===== src/design/assert_macros.svh =====
// Assertion macros used by the top-level design file.
`ifndef ASSERT_MACROS_SVH
`define ASSERT_MACROS_SVH

// Same-cycle implication, sampled on the rising clock, off during reset.
`define ASSERT_IMPLIES(label, ante, cons, msg) \
    label: assert property (@(posedge i_clk) disable iff (!i_rst_n) (ante) |-> (cons)) \
        else $error(msg);

// Next-cycle implication, sampled on the rising clock, off during reset.
`define ASSERT_NEXT(label, ante, cons, msg) \
    label: assert property (@(posedge i_clk) disable iff (!i_rst_n) (ante) |=> (cons)) \
        else $error(msg);

`endif


===== src/design/obdrc_pkg.sv =====
// Types, constants, command table and reciprocal constants of the response decoder.
package obdrc_pkg;

    localparam int FRAC_BITS = 16;
    localparam int VAL_W     = 37;
    localparam int NUM_W     = 24;
    localparam int MAG_W     = 23;
    localparam int K_W       = 4;
    localparam int REM_W     = 7;

    // Quotient reciprocal: exact floor for magnitudes below 2^MAG_W and divisors up to 125.
    localparam int RCP_S2 = 30;
    localparam int C2_W   = 28;
    // Fraction reciprocal: exact floor of rem * 2^(FRAC_BITS+1) / divisor.
    localparam int RCP_S3 = 14;
    localparam int C3_W   = FRAC_BITS + 13;
    localparam int FRC_W  = FRAC_BITS + 1;
    localparam int T_W    = MAG_W + FRAC_BITS + 2;
    localparam int CMP_W  = ((T_W > VAL_W) ? T_W : VAL_W) + 1;

    localparam int SCL_STAGES  = 6;
    localparam int PIPE_STAGES = SCL_STAGES + 1;

    localparam int MODE1_PIDS = 79;
    localparam int PID_IDX_W  = 7;

    localparam logic [7:0] MODE_CURRENT  = 8'h01;
    localparam logic [7:0] MODE_VEHINFO  = 8'h09;
    localparam logic [8:0] ECHO_OFFSET   = 9'h040;
    localparam logic [7:0] PID_SUPPORTED = 8'h00;
    localparam logic [7:0] PID_MSG_COUNT = 8'h01;

    typedef enum logic [2:0] {
        ST_OK      = 3'd0,
        ST_LEN     = 3'd1,
        ST_MODE    = 3'd2,
        ST_PID     = 3'd3,
        ST_UNKNOWN = 3'd4
    } t_status;

    typedef enum logic [1:0] {
        KIND_NONE = 2'd0,
        KIND_NUM  = 2'd1,
        KIND_BITS = 2'd2,
        KIND_O2   = 2'd3
    } t_kind;

    typedef enum logic [4:0] {
        FMT_NONE, FMT_B32, FMT_NOP, FMT_B16, FMT_PCT, FMT_TEMP, FMT_TRIM, FMT_FP,
        FMT_U8, FMT_RPM, FMT_TIM, FMT_MAF, FMT_B8, FMT_O2A, FMT_U16, FMT_RAIL,
        FMT_GAUGE, FMT_O2B, FMT_VAP, FMT_O2C, FMT_CAT, FMT_CMV, FMT_ABSL, FMT_FAE
    } t_fmt;

    // Odd part of the formula divisor; the power-of-two part is a shift.
    typedef enum logic [2:0] {
        DIV_1, DIV_5, DIV_25, DIV_51, DIV_125
    } t_div;

    typedef struct packed {
        logic signed [NUM_W-1:0] num;
        t_div                    div;
        logic [K_W-1:0]          k;
    } t_term;

    typedef struct packed {
        t_status     status;
        t_kind       kind;
        logic [31:0] bits;
    } t_meta;

    typedef struct packed {
        t_meta meta;
        t_term pri;
        t_term sec;
    } t_dec;

    localparam t_fmt MODE1_FMT [MODE1_PIDS] = '{
        FMT_B32, FMT_B32, FMT_NOP, FMT_B16, FMT_PCT, FMT_TEMP, FMT_TRIM, FMT_TRIM,
        FMT_TRIM, FMT_TRIM, FMT_FP, FMT_U8, FMT_RPM, FMT_U8, FMT_TIM, FMT_TEMP,
        FMT_MAF, FMT_PCT, FMT_B8, FMT_B8, FMT_O2A, FMT_O2A, FMT_O2A, FMT_O2A,
        FMT_O2A, FMT_O2A, FMT_O2A, FMT_O2A, FMT_B8, FMT_B8, FMT_B8, FMT_U16,
        FMT_B32, FMT_U16, FMT_RAIL, FMT_GAUGE, FMT_O2B, FMT_O2B, FMT_O2B, FMT_O2B,
        FMT_O2B, FMT_O2B, FMT_O2B, FMT_O2B, FMT_PCT, FMT_TRIM, FMT_PCT, FMT_PCT,
        FMT_U8, FMT_U16, FMT_VAP, FMT_U8, FMT_O2C, FMT_O2C, FMT_O2C, FMT_O2C,
        FMT_O2C, FMT_O2C, FMT_O2C, FMT_O2C, FMT_CAT, FMT_CAT, FMT_CAT, FMT_CAT,
        FMT_B32, FMT_B32, FMT_CMV, FMT_ABSL, FMT_FAE, FMT_PCT, FMT_TEMP, FMT_PCT,
        FMT_PCT, FMT_PCT, FMT_PCT, FMT_PCT, FMT_PCT, FMT_U16, FMT_U16
    };

    localparam logic [C2_W-1:0] RCP_Q5   = C2_W'(((64'd1 << RCP_S2) + 64'd4) / 64'd5);
    localparam logic [C2_W-1:0] RCP_Q25  = C2_W'(((64'd1 << RCP_S2) + 64'd24) / 64'd25);
    localparam logic [C2_W-1:0] RCP_Q51  = C2_W'(((64'd1 << RCP_S2) + 64'd50) / 64'd51);
    localparam logic [C2_W-1:0] RCP_Q125 = C2_W'(((64'd1 << RCP_S2) + 64'd124) / 64'd125);

    localparam logic [C3_W-1:0] RCP_F5 =
        C3_W'(((64'd1 << (FRAC_BITS + 1 + RCP_S3)) + 64'd4) / 64'd5);
    localparam logic [C3_W-1:0] RCP_F25 =
        C3_W'(((64'd1 << (FRAC_BITS + 1 + RCP_S3)) + 64'd24) / 64'd25);
    localparam logic [C3_W-1:0] RCP_F51 =
        C3_W'(((64'd1 << (FRAC_BITS + 1 + RCP_S3)) + 64'd50) / 64'd51);
    localparam logic [C3_W-1:0] RCP_F125 =
        C3_W'(((64'd1 << (FRAC_BITS + 1 + RCP_S3)) + 64'd124) / 64'd125);

    function automatic logic [3:0] fmt_len(input t_fmt fmt);
        logic [3:0] len;
        case (fmt)
            FMT_B32, FMT_O2B, FMT_O2C:                       len = 4'd6;
            FMT_NONE, FMT_PCT, FMT_TEMP, FMT_TRIM, FMT_FP,
            FMT_U8, FMT_TIM, FMT_B8:                         len = 4'd3;
            default:                                         len = 4'd4;
        endcase
        return len;
    endfunction

    function automatic logic [REM_W-1:0] div_const(input t_div div);
        logic [REM_W-1:0] d;
        case (div)
            DIV_5:   d = 7'd5;
            DIV_25:  d = 7'd25;
            DIV_51:  d = 7'd51;
            DIV_125: d = 7'd125;
            default: d = 7'd1;
        endcase
        return d;
    endfunction

    function automatic logic [C2_W-1:0] rcp_quot(input t_div div);
        logic [C2_W-1:0] c;
        case (div)
            DIV_5:   c = RCP_Q5;
            DIV_25:  c = RCP_Q25;
            DIV_51:  c = RCP_Q51;
            DIV_125: c = RCP_Q125;
            default: c = '0;
        endcase
        return c;
    endfunction

    function automatic logic [C3_W-1:0] rcp_frac(input t_div div);
        logic [C3_W-1:0] c;
        case (div)
            DIV_5:   c = RCP_F5;
            DIV_25:  c = RCP_F25;
            DIV_51:  c = RCP_F51;
            DIV_125: c = RCP_F125;
            default: c = '0;
        endcase
        return c;
    endfunction

endpackage


===== src/design/obd2_response_check_decode.sv =====
// Top level of the diagnostic response checker and decoder.
//
//  channel  | dir | tdata (low bit up)                                | tuser
//  ---------+-----+---------------------------------------------------+------------------
//  s_axis   | in  | resp_length, echo_mode, echo_pid, data_a..data_d  | req_mode, req_pid
//  m_axis   | out | primary_value, secondary_value, bit_value         | status, value_kind
//
// One request enters per cycle while the output is not stalled; its result passes a decode stage
// and six stages of the fixed-point scaler (sign and magnitude, reciprocal quotient, remainder,
// fraction, rounding add, shift with saturation).
// Reset clears only the stage valid bits.
// Each stage is ready when empty or when the stage after it moves, so a stalled output
// holds its result while empty stages upstream keep taking requests.
`include "assert_macros.svh"

module obd2_response_check_decode
    import obdrc_pkg::*;
(
    input  logic         i_clk,
    input  logic         i_rst_n,
    input  logic         i_s_axis_tvalid,
    output logic         o_s_axis_tready,
    // resp_length[3:0], echo_mode[11:4], echo_pid[19:12], data_a[27:20],
    // data_b[35:28], data_c[43:36], data_d[51:44], zero pad[55:52]
    input  logic [55:0]  i_s_axis_tdata,
    // req_mode[7:0], req_pid[15:8]
    input  logic [15:0]  i_s_axis_tuser,
    output logic         o_m_axis_tvalid,
    input  logic         i_m_axis_tready,
    // primary_value[36:0], secondary_value[73:37], bit_value[105:74], zero pad[111:106]
    output logic [111:0] o_m_axis_tdata,
    // status[2:0], value_kind[4:3]
    output logic [4:0]   o_m_axis_tuser
);

    localparam int LAST = PIPE_STAGES - 1;

    t_dec                    w_dec;
    t_dec                    r_dec;
    t_meta                   r_meta [PIPE_STAGES];
    logic [PIPE_STAGES-1:0]  r_vld, n_vld;
    logic [PIPE_STAGES-1:0]  w_rdy;
    logic signed [VAL_W-1:0] w_pv;
    logic signed [VAL_W-1:0] w_sv;

    obdrc_decode u_decode (
        .i_req_mode    (i_s_axis_tuser[7:0]),
        .i_req_pid     (i_s_axis_tuser[15:8]),
        .i_resp_length (i_s_axis_tdata[3:0]),
        .i_echo_mode   (i_s_axis_tdata[11:4]),
        .i_echo_pid    (i_s_axis_tdata[19:12]),
        .i_data_a      (i_s_axis_tdata[27:20]),
        .i_data_b      (i_s_axis_tdata[35:28]),
        .i_data_c      (i_s_axis_tdata[43:36]),
        .i_data_d      (i_s_axis_tdata[51:44]),
        .o_dec         (w_dec)
    );

    // Ready ripples back from the output register.
    always_comb begin
        w_rdy[LAST] = !r_vld[LAST] || i_m_axis_tready;
        for (int i = LAST - 1; i >= 0; i--) begin
            w_rdy[i] = !r_vld[i] || w_rdy[i+1];
        end
    end

    always_comb begin
        n_vld = r_vld;
        if (w_rdy[0]) begin
            n_vld[0] = i_s_axis_tvalid;
        end
        for (int i = 1; i < PIPE_STAGES; i++) begin
            if (w_rdy[i]) begin
                n_vld[i] = r_vld[i-1];
            end
        end
    end

    always_ff @(posedge i_clk) begin
        if (!i_rst_n) begin
            r_vld <= '0;
        end else begin
            r_vld <= n_vld;
        end
    end

    // Advance payload with its stage; no reset needed.
    always_ff @(posedge i_clk) begin
        if (w_rdy[0]) begin
            r_dec     <= w_dec;
            r_meta[0] <= w_dec.meta;
        end
        for (int i = 1; i < PIPE_STAGES; i++) begin
            if (w_rdy[i]) begin
                r_meta[i] <= r_meta[i-1];
            end
        end
    end

    obdrc_scale u_scale_pri (
        .i_clk   (i_clk),
        .i_ld    (w_rdy[PIPE_STAGES-1:1]),
        .i_term  (r_dec.pri),
        .o_value (w_pv)
    );

    obdrc_scale u_scale_sec (
        .i_clk   (i_clk),
        .i_ld    (w_rdy[PIPE_STAGES-1:1]),
        .i_term  (r_dec.sec),
        .o_value (w_sv)
    );

    assign o_s_axis_tready = w_rdy[0];
    assign o_m_axis_tvalid = r_vld[LAST];
    assign o_m_axis_tdata  = {6'd0, r_meta[LAST].bits, w_sv, w_pv};
    assign o_m_axis_tuser  = {r_meta[LAST].kind, r_meta[LAST].status};

    `ASSERT_NEXT(a_accept_enters, i_s_axis_tvalid && o_s_axis_tready, r_vld[0], "accepted request did not enter decode stage")
    `ASSERT_IMPLIES(a_full_blocks, (&r_vld) && !i_m_axis_tready, !o_s_axis_tready, "ready high with a full stalled pipeline")
    `ASSERT_IMPLIES(a_fail_no_kind, o_m_axis_tvalid && (r_meta[LAST].status != ST_OK), (r_meta[LAST].kind == KIND_NONE) && (r_meta[LAST].bits == 32'd0), "failed check carries a value")
    `ASSERT_IMPLIES(a_none_zero, o_m_axis_tvalid && (r_meta[LAST].kind == KIND_NONE), (w_pv == '0) && (w_sv == '0), "empty result with nonzero scaled values")

endmodule


===== src/design/obdrc_decode.sv =====
// Command lookup, response checks and formula setup for one response.
module obdrc_decode
    import obdrc_pkg::*;
(
    input  logic [7:0] i_req_mode,
    input  logic [7:0] i_req_pid,
    input  logic [3:0] i_resp_length,
    input  logic [7:0] i_echo_mode,
    input  logic [7:0] i_echo_pid,
    input  logic [7:0] i_data_a,
    input  logic [7:0] i_data_b,
    input  logic [7:0] i_data_c,
    input  logic [7:0] i_data_d,
    output t_dec       o_dec
);

    logic                    known;
    t_fmt                    fmt;
    t_status                 status;
    logic signed [NUM_W-1:0] xa;
    logic signed [NUM_W-1:0] xb;
    logic signed [NUM_W-1:0] xab;
    logic signed [NUM_W-1:0] xcd;
    logic signed [NUM_W-1:0] xsab;

    assign xa   = NUM_W'(i_data_a);
    assign xb   = NUM_W'(i_data_b);
    assign xab  = NUM_W'({i_data_a, i_data_b});
    assign xcd  = NUM_W'({i_data_c, i_data_d});
    assign xsab = {{(NUM_W-16){i_data_a[7]}}, i_data_a, i_data_b};

    always_comb begin
        known = 1'b0;
        fmt   = FMT_NONE;
        if (i_req_mode == MODE_CURRENT && i_req_pid < 8'(MODE1_PIDS)) begin
            known = 1'b1;
            fmt   = MODE1_FMT[i_req_pid[PID_IDX_W-1:0]];
        end else if (i_req_mode == MODE_VEHINFO && i_req_pid == PID_SUPPORTED) begin
            known = 1'b1;
            fmt   = FMT_B32;
        end else if (i_req_mode == MODE_VEHINFO && i_req_pid == PID_MSG_COUNT) begin
            known = 1'b1;
            fmt   = FMT_NONE;
        end
    end

    // First failing check sets the status.
    always_comb begin
        if (!known) begin
            status = ST_UNKNOWN;
        end else if (i_resp_length != fmt_len(fmt)) begin
            status = ST_LEN;
        end else if ({1'b0, i_echo_mode} != ({1'b0, i_req_mode} + ECHO_OFFSET)) begin
            status = ST_MODE;
        end else if (i_echo_pid != i_req_pid) begin
            status = ST_PID;
        end else begin
            status = ST_OK;
        end
    end

    always_comb begin
        o_dec.meta.status = status;
        o_dec.meta.kind   = KIND_NONE;
        o_dec.meta.bits   = 32'd0;
        o_dec.pri.num     = '0;
        o_dec.pri.div     = DIV_1;
        o_dec.pri.k       = '0;
        o_dec.sec.num     = '0;
        o_dec.sec.div     = DIV_1;
        o_dec.sec.k       = '0;
        if (status == ST_OK) begin
            o_dec.meta.kind = KIND_NUM;
            case (fmt)
                FMT_B32: begin
                    o_dec.meta.kind = KIND_BITS;
                    o_dec.meta.bits = {i_data_a, i_data_b, i_data_c, i_data_d};
                end
                FMT_B16: begin
                    o_dec.meta.kind = KIND_BITS;
                    o_dec.meta.bits = {16'd0, i_data_a, i_data_b};
                end
                FMT_B8: begin
                    o_dec.meta.kind = KIND_BITS;
                    o_dec.meta.bits = {24'd0, i_data_a};
                end
                FMT_PCT: begin
                    o_dec.pri.num = xa * 24'sd20;
                    o_dec.pri.div = DIV_51;
                end
                FMT_TEMP: o_dec.pri.num = xa - 24'sd40;
                FMT_TRIM: begin
                    o_dec.pri.num = xa * 24'sd25 - 24'sd3200;
                    o_dec.pri.k   = 4'd5;
                end
                FMT_FP:    o_dec.pri.num = xa * 24'sd3;
                FMT_U8:    o_dec.pri.num = xa;
                FMT_RPM: begin
                    o_dec.pri.num = xab;
                    o_dec.pri.k   = 4'd2;
                end
                FMT_TIM: begin
                    o_dec.pri.num = xa - 24'sd128;
                    o_dec.pri.k   = 4'd1;
                end
                FMT_MAF: begin
                    o_dec.pri.num = xab;
                    o_dec.pri.div = DIV_25;
                    o_dec.pri.k   = 4'd2;
                end
                FMT_U16:   o_dec.pri.num = xab;
                FMT_RAIL: begin
                    o_dec.pri.num = xab * 24'sd79;
                    o_dec.pri.div = DIV_125;
                    o_dec.pri.k   = 4'd3;
                end
                FMT_GAUGE: o_dec.pri.num = xab * 24'sd10;
                FMT_VAP: begin
                    o_dec.pri.num = xsab;
                    o_dec.pri.k   = 4'd2;
                end
                FMT_CAT: begin
                    o_dec.pri.num = xab - 24'sd400;
                    o_dec.pri.div = DIV_5;
                    o_dec.pri.k   = 4'd1;
                end
                FMT_CMV: begin
                    o_dec.pri.num = xab;
                    o_dec.pri.div = DIV_125;
                    o_dec.pri.k   = 4'd3;
                end
                FMT_ABSL: begin
                    o_dec.pri.num = xab * 24'sd20;
                    o_dec.pri.div = DIV_51;
                end
                FMT_FAE: begin
                    o_dec.pri.num = xab;
                    o_dec.pri.k   = 4'd15;
                end
                FMT_O2A: begin
                    o_dec.meta.kind = KIND_O2;
                    o_dec.pri.num   = xa;
                    o_dec.pri.div   = DIV_25;
                    o_dec.pri.k     = 4'd3;
                    o_dec.sec.num   = xb * 24'sd25 - 24'sd3200;
                    o_dec.sec.k     = 4'd5;
                end
                FMT_O2B: begin
                    o_dec.meta.kind = KIND_O2;
                    o_dec.pri.num   = xcd;
                    o_dec.pri.k     = 4'd13;
                    o_dec.sec.num   = xab;
                    o_dec.sec.k     = 4'd15;
                end
                FMT_O2C: begin
                    o_dec.meta.kind = KIND_O2;
                    o_dec.pri.num   = xab;
                    o_dec.pri.k     = 4'd15;
                    o_dec.sec.num   = xcd - 24'sd32768;
                    o_dec.sec.k     = 4'd8;
                end
                default: o_dec.meta.kind = KIND_NONE;
            endcase
        end
    end

endmodule


===== src/design/obdrc_scale.sv =====
// Six-stage fixed-point scaler: round(num * 2^FRAC_BITS / (div * 2^k)), saturated.
module obdrc_scale
    import obdrc_pkg::*;
(
    input  logic                    i_clk,
    input  logic [SCL_STAGES-1:0]   i_ld,
    input  t_term                   i_term,
    output logic signed [VAL_W-1:0] o_value
);

    localparam logic [VAL_W-1:0] SAT_POS = {1'b0, {(VAL_W-1){1'b1}}};
    localparam logic [VAL_W-1:0] SAT_NEG = {1'b1, {(VAL_W-1){1'b0}}};

    // stage A: sign and magnitude
    logic             r_a_neg, n_a_neg;
    logic [MAG_W-1:0] r_a_mag, n_a_mag;
    t_div             r_a_div;
    logic [K_W-1:0]   r_a_k;
    // stage B: quotient by the odd divisor
    logic             r_b_neg;
    logic [MAG_W-1:0] r_b_mag;
    logic [MAG_W-1:0] r_b_qd, n_b_qd;
    t_div             r_b_div;
    logic [K_W-1:0]   r_b_k;
    // stage C: remainder
    logic             r_c_neg;
    logic [MAG_W-1:0] r_c_qd;
    logic [REM_W-1:0] r_c_rem, n_c_rem;
    t_div             r_c_div;
    logic [K_W-1:0]   r_c_k;
    // stage D: fraction bits of rem / divisor
    logic             r_d_neg;
    logic [MAG_W-1:0] r_d_qd;
    logic [FRC_W-1:0] r_d_frc, n_d_frc;
    logic [K_W-1:0]   r_d_k;
    // stage E: rounded numerator before the shift
    logic             r_e_neg;
    logic [T_W-1:0]   r_e_t, n_e_t;
    logic [K_W-1:0]   r_e_k;
    // stage F: result
    logic [VAL_W-1:0] r_f_val, n_f_val;

    logic [MAG_W+C2_W-1:0]  quot_prod;
    logic [MAG_W-1:0]       qd_times_d;
    logic [MAG_W-1:0]       rem_full;
    logic [REM_W+C3_W-1:0]  frac_prod;
    logic [T_W-1:0]         shifted;
    logic [CMP_W-1:0]       mag_q;

    always_comb begin
        n_a_neg = i_term.num[NUM_W-1];
        n_a_mag = MAG_W'(n_a_neg ? -i_term.num : i_term.num);
    end

    always_comb begin
        quot_prod = (MAG_W+C2_W)'(r_a_mag) * (MAG_W+C2_W)'(rcp_quot(r_a_div));
        n_b_qd    = (r_a_div == DIV_1) ? r_a_mag
                                       : MAG_W'(quot_prod[MAG_W+C2_W-1:RCP_S2]);
    end

    always_comb begin
        qd_times_d = MAG_W'(r_b_qd * MAG_W'(div_const(r_b_div)));
        rem_full   = r_b_mag - qd_times_d;
        n_c_rem    = rem_full[REM_W-1:0];
    end

    always_comb begin
        frac_prod = (REM_W+C3_W)'(r_c_rem) * (REM_W+C3_W)'(rcp_frac(r_c_div));
        n_d_frc   = frac_prod[RCP_S3 +: FRC_W];
    end

    // Half of the divisor in the doubled scale, so the shift rounds half away.
    always_comb begin
        n_e_t = (T_W'(r_d_qd) << (FRAC_BITS + 1)) + (T_W'(1) << r_d_k) + T_W'(r_d_frc);
    end

    always_comb begin
        shifted = r_e_t >> ({1'b0, r_e_k} + 5'd1);
        mag_q   = CMP_W'(shifted);
        if (!r_e_neg) begin
            n_f_val = (mag_q > CMP_W'(SAT_POS)) ? SAT_POS : VAL_W'(mag_q);
        end else begin
            n_f_val = (mag_q > CMP_W'(SAT_NEG)) ? SAT_NEG : VAL_W'(~mag_q + CMP_W'(1));
        end
    end

    always_ff @(posedge i_clk) begin
        if (i_ld[0]) begin
            r_a_neg <= n_a_neg;
            r_a_mag <= n_a_mag;
            r_a_div <= i_term.div;
            r_a_k   <= i_term.k;
        end
        if (i_ld[1]) begin
            r_b_neg <= r_a_neg;
            r_b_mag <= r_a_mag;
            r_b_qd  <= n_b_qd;
            r_b_div <= r_a_div;
            r_b_k   <= r_a_k;
        end
        if (i_ld[2]) begin
            r_c_neg <= r_b_neg;
            r_c_qd  <= r_b_qd;
            r_c_rem <= n_c_rem;
            r_c_div <= r_b_div;
            r_c_k   <= r_b_k;
        end
        if (i_ld[3]) begin
            r_d_neg <= r_c_neg;
            r_d_qd  <= r_c_qd;
            r_d_frc <= n_d_frc;
            r_d_k   <= r_c_k;
        end
        if (i_ld[4]) begin
            r_e_neg <= r_d_neg;
            r_e_t   <= n_e_t;
            r_e_k   <= r_d_k;
        end
        if (i_ld[5]) begin
            r_f_val <= n_f_val;
        end
    end

    assign o_value = signed'(r_f_val);

endmodule

===== config.mk =====
export PLATFORM = sky130hd
export DESIGN_NAME = obd2_response_check_decode
export DESIGN_NICKNAME = d
export VERILOG_FILES = /design/src/design/obdrc_pkg.sv /design/src/design/obd2_response_check_decode.sv /design/src/design/obdrc_decode.sv /design/src/design/obdrc_scale.sv
export VERILOG_INCLUDE_DIRS = /design/src /design/src/design
export SDC_FILE = /design/constraint.sdc
export NUM_CORES = 2
export LEC_CHECK = 0
export ABC_AREA = 1
export BUFFER_PORTS_ARGS = -buffer_cell sky130_fd_sc_hd__buf_2
export CORE_MARGIN = 5
export CORE_UTILIZATION = 53
export DETAILED_ROUTE_END_ITERATION = 8
export PLACE_DENSITY_LB_ADDON = 0.25
export RECOVER_POWER = 100
export SYNTH_ARGS = -nofsm -noshare
export SYNTH_HDL_FRONTEND = slang
export SYNTH_SLANG_ARGS = --single-unit

===== constraint.sdc =====
create_clock -name i_clk -period 20.4 [get_ports i_clk]
set_clock_uncertainty 0.05 [all_clocks]
set_input_delay 3.06 -clock i_clk [delete_from_list [all_inputs] [get_ports i_clk]]
set_output_delay 3.06 -clock i_clk [all_outputs]
set_load 0.1 [all_outputs]

; ---- Word-level counts from Yosys, hierarchy flattened
; Memories as Yosys holds them, arrays and structs flattened.
; Index checks and enable logic that the tools add are counted.
[totals]
out_inout_bits = 119
ram_bits = 259
memories = 3
elab_cells = 213
reg_bits = 496
rom_bits = 736
[mem_list]
columns = name, depth, width, rd, rd_ports_with_merged_regs, write_ports, line
row1 = (no name shown), 128, 5, 1, 0, 0, obdrc_decode.sv:37  ; fmt = MODE1_FMT[i_req_pid[PID_IDX_W-1:0]];
row2 = r_meta, 7, 37, 7, 0, 7, obd2_response_check_decode.sv:40  ; t_meta r_meta [PIPE_STAGES];
row3 = (no name shown), 32, 3, 1, 0, 0, obdrc_pkg.sv:106  ; case (fmt)
[classes]
n_addsub = 17
multipliers = 10
n_shift = 4
bitwise_logic = 3
eq_ne = 40
reduce_logical = 32
muxes = 46
order_cmp = 6
[op_table]
columns = cell, n
row1 = $pmux 24 s13, 1
row2 = $mux 37, 6
row3 = $pmux 29 s4, 1
row4 = $pmux 28 s4, 1
row5 = $pmux 32 s3, 1
row6 = $mux 89, 1
row7 = $add 40x41->41, 2
row8 = $gt 41x36->1 const B, 2
row9 = $gt 41x37->1 const B, 2
row10 = $shl 1x4->41 const A, 2
row11 = $shr 41x5->41, 2
row12 = $add 37x1->37 const B, 2
row13 = $not 37->37, 2
row14 = $pmux 24 s3, 1
row15 = $mul 23x28->51, 1
row16 = $sub 24x13->24 const B, 2
row17 = $mux 23, 2
row18 = $neg 23->23, 2
row19 = $add 41x17->41, 1
row20 = $eq 5x4->1 const B, 8
row21 = $eq 5x5->1 const B, 8
row22 = $mul 16x3->19 const B, 2
row23 = $mul 7x29->31, 1
row24 = $pmux 7 s4, 1
row25 = other kinds (45), 104

; ---- Depth between registers and ports, before layout
; An unclocked memory read counts as a cell.
[logic_depth]
depth_word = 12
mapped_depth = 36
depth_no_buf = 36

; ---- Hierarchy
; Synthesis repeated with hierarchy kept, for this count alone.
[unflattened]
cells_unflattened = 10808
hier_area_um2 = 93380.8
[by_module_without_submodules]
columns = module, seq_area_each_um2, area_per_inst_um2, cells_each, n_inst
row1 = obdrc_scale (u_scale_sec), 7026.7, 37214.4, 4534, 1
row2 = obdrc_scale (u_scale_pri), 7026.7, 36910.4, 4451, 1
row3 = obd2_response_check_decode, 9779.4, 9975.8, 361, 1
row4 = obdrc_decode, 0.0, 9280.2, 1462, 1

; ---- Least setup slack after synthesis
; No wires, ideal clock.
[synth_timing]
path_type = in2out
start = in i_m_axis_tready
end = out o_s_axis_tready
path_stages = 12
path_slack_ps = -123
arrival_ps = 17413
path_cell_list = nor2_1 inv_1 nor2_1 inv_1 nor2_1 inv_1 nor2_1 inv_1 nor2_1 inv_1 nor2_1 nand2_1
[synth_between]
elab_chain_len = 7
[synth_lines]
columns = item, line
row1 = "start, declared", obd2_response_check_decode.sv:29  ; input logic i_m_axis_tready,
row2 = $logic_or 1x1->1, obd2_response_check_decode.sv:61  ; w_rdy[LAST] = !r_vld[LAST] || i_m_axis_tready;
row3 = via u_scale_pri.i_ld[5], obdrc_scale.sv:6  ; input logic [SCL_STAGES-1:0] i_ld,
row4 = $logic_or 1x1->1, obd2_response_check_decode.sv:63  ; w_rdy[i] = !r_vld[i] || w_rdy[i+1];
row5 = via u_scale_pri.i_ld[4], obdrc_scale.sv:6
row6 = $logic_or 1x1->1, obd2_response_check_decode.sv:63
row7 = via u_scale_pri.i_ld[3], obdrc_scale.sv:6
row8 = $logic_or 1x1->1, obd2_response_check_decode.sv:63
row9 = via u_scale_pri.i_ld[2], obdrc_scale.sv:6
row10 = $logic_or 1x1->1, obd2_response_check_decode.sv:63
row11 = via u_scale_pri.i_ld[1], obdrc_scale.sv:6
row12 = $logic_or 1x1->1 (2 in a row), obd2_response_check_decode.sv:63
row13 = "end, declared", obd2_response_check_decode.sv:22  ; output logic o_s_axis_tready,
; The timed path passes the listed nets, and every way through them passes these cells.

; ---- Worst setup path in the final report
; Ends and elaborated chain as after synthesis.

==> results by group <==
Outcome
  • Status: finished, violations left
  • Violated checks: capacitance limit, slew limit

Finish
  • Commonest non-fill, non-tap cell in the layout: inv_1
  • Most frequent cells in the layout: inv_1, nand2_1, edfxtp_1, nor2_1, fa_1
  • Fin cells: 8691
  • Share of post-route cells with drive strength above 1: 0.0493
  • Final Net Count: 8217
  • Area Overhead vs Synth: 7.15%
  • Sequential Area: 22200 sq um
  • Area of the multi-input gates: about 36000 sq um
  • Layout fillers: 10800

Min path
  • Worst min path class: register to register

Pwr
  • Clock share of power: 0.396
  • Leak Pwr: between 30 and 40 nW
  • Max VDD drop: ~0.000061 V
  • Switch share: 0.249
  • Power Internal: ~2.6 mW
  • PwrDens: around 50 nW/um^2
  • Sw Pwr: ~0.86 mW
  • Seq pwr share: 0.482
  • Combinational share of power: 0.122

Timing
  • Post-route setup TNS: 0 ns
  • Post-route minimum period: 14.38 ns
  • RSZ-0062 raised after global routing: no
  • Fin crit share: 0.705
  • Worst-Margin Slew: between 3 and 4 ns
  • Final Hold Fails: 0
  • Final setup vio count: 0
  • FMAX: around 70 MHz
  • Max transition margin: -1.62
  • Max-slew violation count: 834

Clock network
  • Reg clk slew, reported paths: ~0.06 ns
  • Latest clock arrival within the worst-skew pair: between 0.6 and 0.7 ns
  • Cts bufs inserted: between 70 and 80
  • Clk Tree Root Cell: clkbuf_16
  • Clk buf depth: 3
  • Cts hold-fix bufs: 0
  • CTS sink cnt: between 700 and 800
  • H-tree Lvls: 3
  • TritonCTS clock tree: built
  • Number of gates resized after CTS: 0
  • Postcts setup bufs: 0

Critical path
  • Worst Setup End Kind: output pin
  • CP max FO: between 60 and 70
  • Arr. time, crit path: approximately 11 ns
  • Critical path required time: 17.29 ns
  • WS Path Type: input pin to output pin
  • Startpoint types: input pin

Floorplan
  • Ports: slightly below 200
  • Die height: roughly 360 microns
  • Initial core utilization: 0.534
  • Die width: between 300 and 400 microns
  • Core region area: approximately 120000 sq um
  • Total die area: around 130000 sq um
  • Cell row count: roughly 130

Global route
  • Vias in the first global route: roughly 48000
  • First-pass GRT wire length: 273000 microns
  • GRT overflow: 0
  • Global Route Usage Sum: 0.277
  • Largest net degree at the start of global routing: 80
  • Initial antenna violation count: 4

Flow run
  • Max cap viols: 15

Routing
  • DRT met1 WL: between 70000 and 80000 microns
  • Detailed Route WL: about 180000 microns
  • Met3 Routed Length: between 10000 and 15000 microns
  • Vias per std cell: about 5.4
  • Antenna Nets Post-Route: 0
  • Highest routing layer actually used: met5
  • Vias: between 40000 and 50000
  • WL/cell: around 20 microns
  • DR pass1 iterations: 7
  • Detailed Route Iter0 Violations: between 4000 and 5000
  • WL met2: approximately 80000 microns
  • Residual DRC count: 0

Logic synthesis
  • Number of enable flip-flop cells after synthesis: between 700 and 800
  • Number of synthesized register bits: roughly 740
  • Register area share after synthesis: 0.347
  • Synth cell types: 73
  • Post-synth ARST share: 0
  • Mapped Cells: ~6900
  • Mapped Avg Cell Area: around 9.4 sq um
  • Synthesized area: approximately 64000 sq um
  • Synth Warn #: 0
  • Synth Flop Type: edfxtp_1

Placement
  • Port buffer count: about 180
  • Detailed Place HPWL: about 140000 microns
  • Routability congestion estimate from global placement: between 1 and 1.5
  • Placed Cells: about 8500
==> cell families after synthesis <==
group / after synthesis / synth area share
AOI/OAI and AO/OA: 833 / 0.0766
other: 1 / 0.0000585
and+or+nand+nor: 2456 / 0.161
xor gates and xnor gates: 227 / 0.0310
adders and majority gates: 1126 / 0.291
muxes: 20 / 0.00453
buffers and inverters: 1445 / 0.0889
DFF: 742 / 0.347
==> final timing paths <==
| check | startpoint | endpoint | slack [ns] | depth (start not counted) |
|---|---|---|---|---|
| hold / removal | u_scale_sec.r_b_qd[16] | u_scale_sec.r_c_qd[16] | 0.33 | 0 |
| hold reg to reg | u_scale_sec.r_b_qd[16] | u_scale_sec.r_c_qd[16] | 0.33 | 0 |
| setup reg to reg | u_scale_sec.r_e_k[2] | u_scale_sec.o_value[10] | 8.48 | 18 |
| setup / recovery | i_m_axis_tready | o_s_axis_tready | 6.02 | 14 |
==> final cells by class <==
type,count,share of cell area
flip-flops and latches,742,0.324
diodes,2,0.0000729
repair buffers,223,0.0149
multi-input cells,4676,0.524
inverters,1296,0.0711
clock buffers,95,0.0292
clock inverters,45,0.00736
well taps,1612,0.0294
==> metrics by stage <==
step / setup slack [ns] / instance area, sq um / util / power [mW] / hold slack, ns
2_1_floorplan: 0.925 / 64100 / - / 1.99 / 0.350
3_3_place_gp: 9.90 / 66500 / 0.555 / 2.09 / 0.352
3_5_place_dp: 9.81 / 66500 / 0.555 / 2.10 / 0.355
4_1_cts: 9.79 / 69000 / 0.575 / 3.47 / 0.334
5_1_grt: 4.96 / 68600 / 0.572 / 3.60 / 0.340
6_report: 6.02 / 68600 / 0.572 / 3.43 / 0.334
==> state kept, by name (all words and copies together) (netlist names), 23 cells and up <==
signal / flops
u_scale_sec.o_value: 37
u_scale_sec.r_c_qd: 23
r_meta: 259
u_scale_sec.r_e_t: 38
u_scale_pri.r_c_qd: 23
u_scale_sec.r_d_qd: 23
u_scale_sec.r_b_qd: 23
u_scale_sec.r_a_mag: 23
u_scale_pri.r_b_qd: 23
u_scale_pri.r_a_mag: 23
u_scale_pri.r_e_t: 40
u_scale_pri.r_d_qd: 23
r_dec: 55
u_scale_pri.o_value: 37
==> critical path: stages <==
cell	delay, ns
buf_2	0.10
nor2_1	0.49
clkinvlp_2	2.27
nor2_1	0.94
inv_4	0.41
nor2_1	0.23
clkinvlp_2	1.23
nor2_1	0.63
inv_4	0.27
nor2_1	0.25
inv_4	0.20
nor2_1	0.34
nand2_4	0.34
buf_2	0.43
==> synth_stat cells (all sizes together) (2+ instances only) <==
library cell  count  share of area
mux2i            20         0.0045
inv            1278          0.075
a21boi            5        0.00064
o31ai             4        0.00047
a221oi            8         0.0011
nor4             20         0.0020
or2              32         0.0031
fa              608           0.19
a21oi           245          0.019
nand2          1261          0.075
a41oi             6        0.00082
dfxtp             7         0.0022
nand3b            8        0.00094
and2              8        0.00078
nor3b            11         0.0014
o221ai            9         0.0012
nor3             68         0.0055
a31oi            40         0.0039
xnor2            84          0.011
edfxtp          735           0.34
clkinv           18         0.0011
nand3           287          0.023
o21a             35         0.0041
a21o             20         0.0023
nand4            65         0.0063
o22ai            24         0.0025
and3              3        0.00029
nor2            692          0.043
o21ai           392          0.034
ha              518           0.10
buf              91         0.0095
o211ai           17         0.0020
xor2            143          0.020
o21bai           11         0.0013
a22o              2        0.00027
a211oi            6        0.00070
o311ai            4        0.00055
clkbuf           58         0.0034
==> power groups by stage <==
stage	clock network (mW)	logic (mW)	registers, mW
after detailed placement	0	0.412	1.69
after global placement	0	0.403	1.69
after floorplan	0	0.298	1.70
final	1.36	0.418	1.65
after CTS	1.40	0.415	1.65
after global routing	1.47	0.476	1.65
==> per-layer routing <==
layer,track usage,vias to the layer above
met5,0,-
met4,0.0988,4
met3,0.0537,366
met2,0.440,1749
met1,0.384,22800
li1,-,22400
Power figures use the tool's default switching activity.
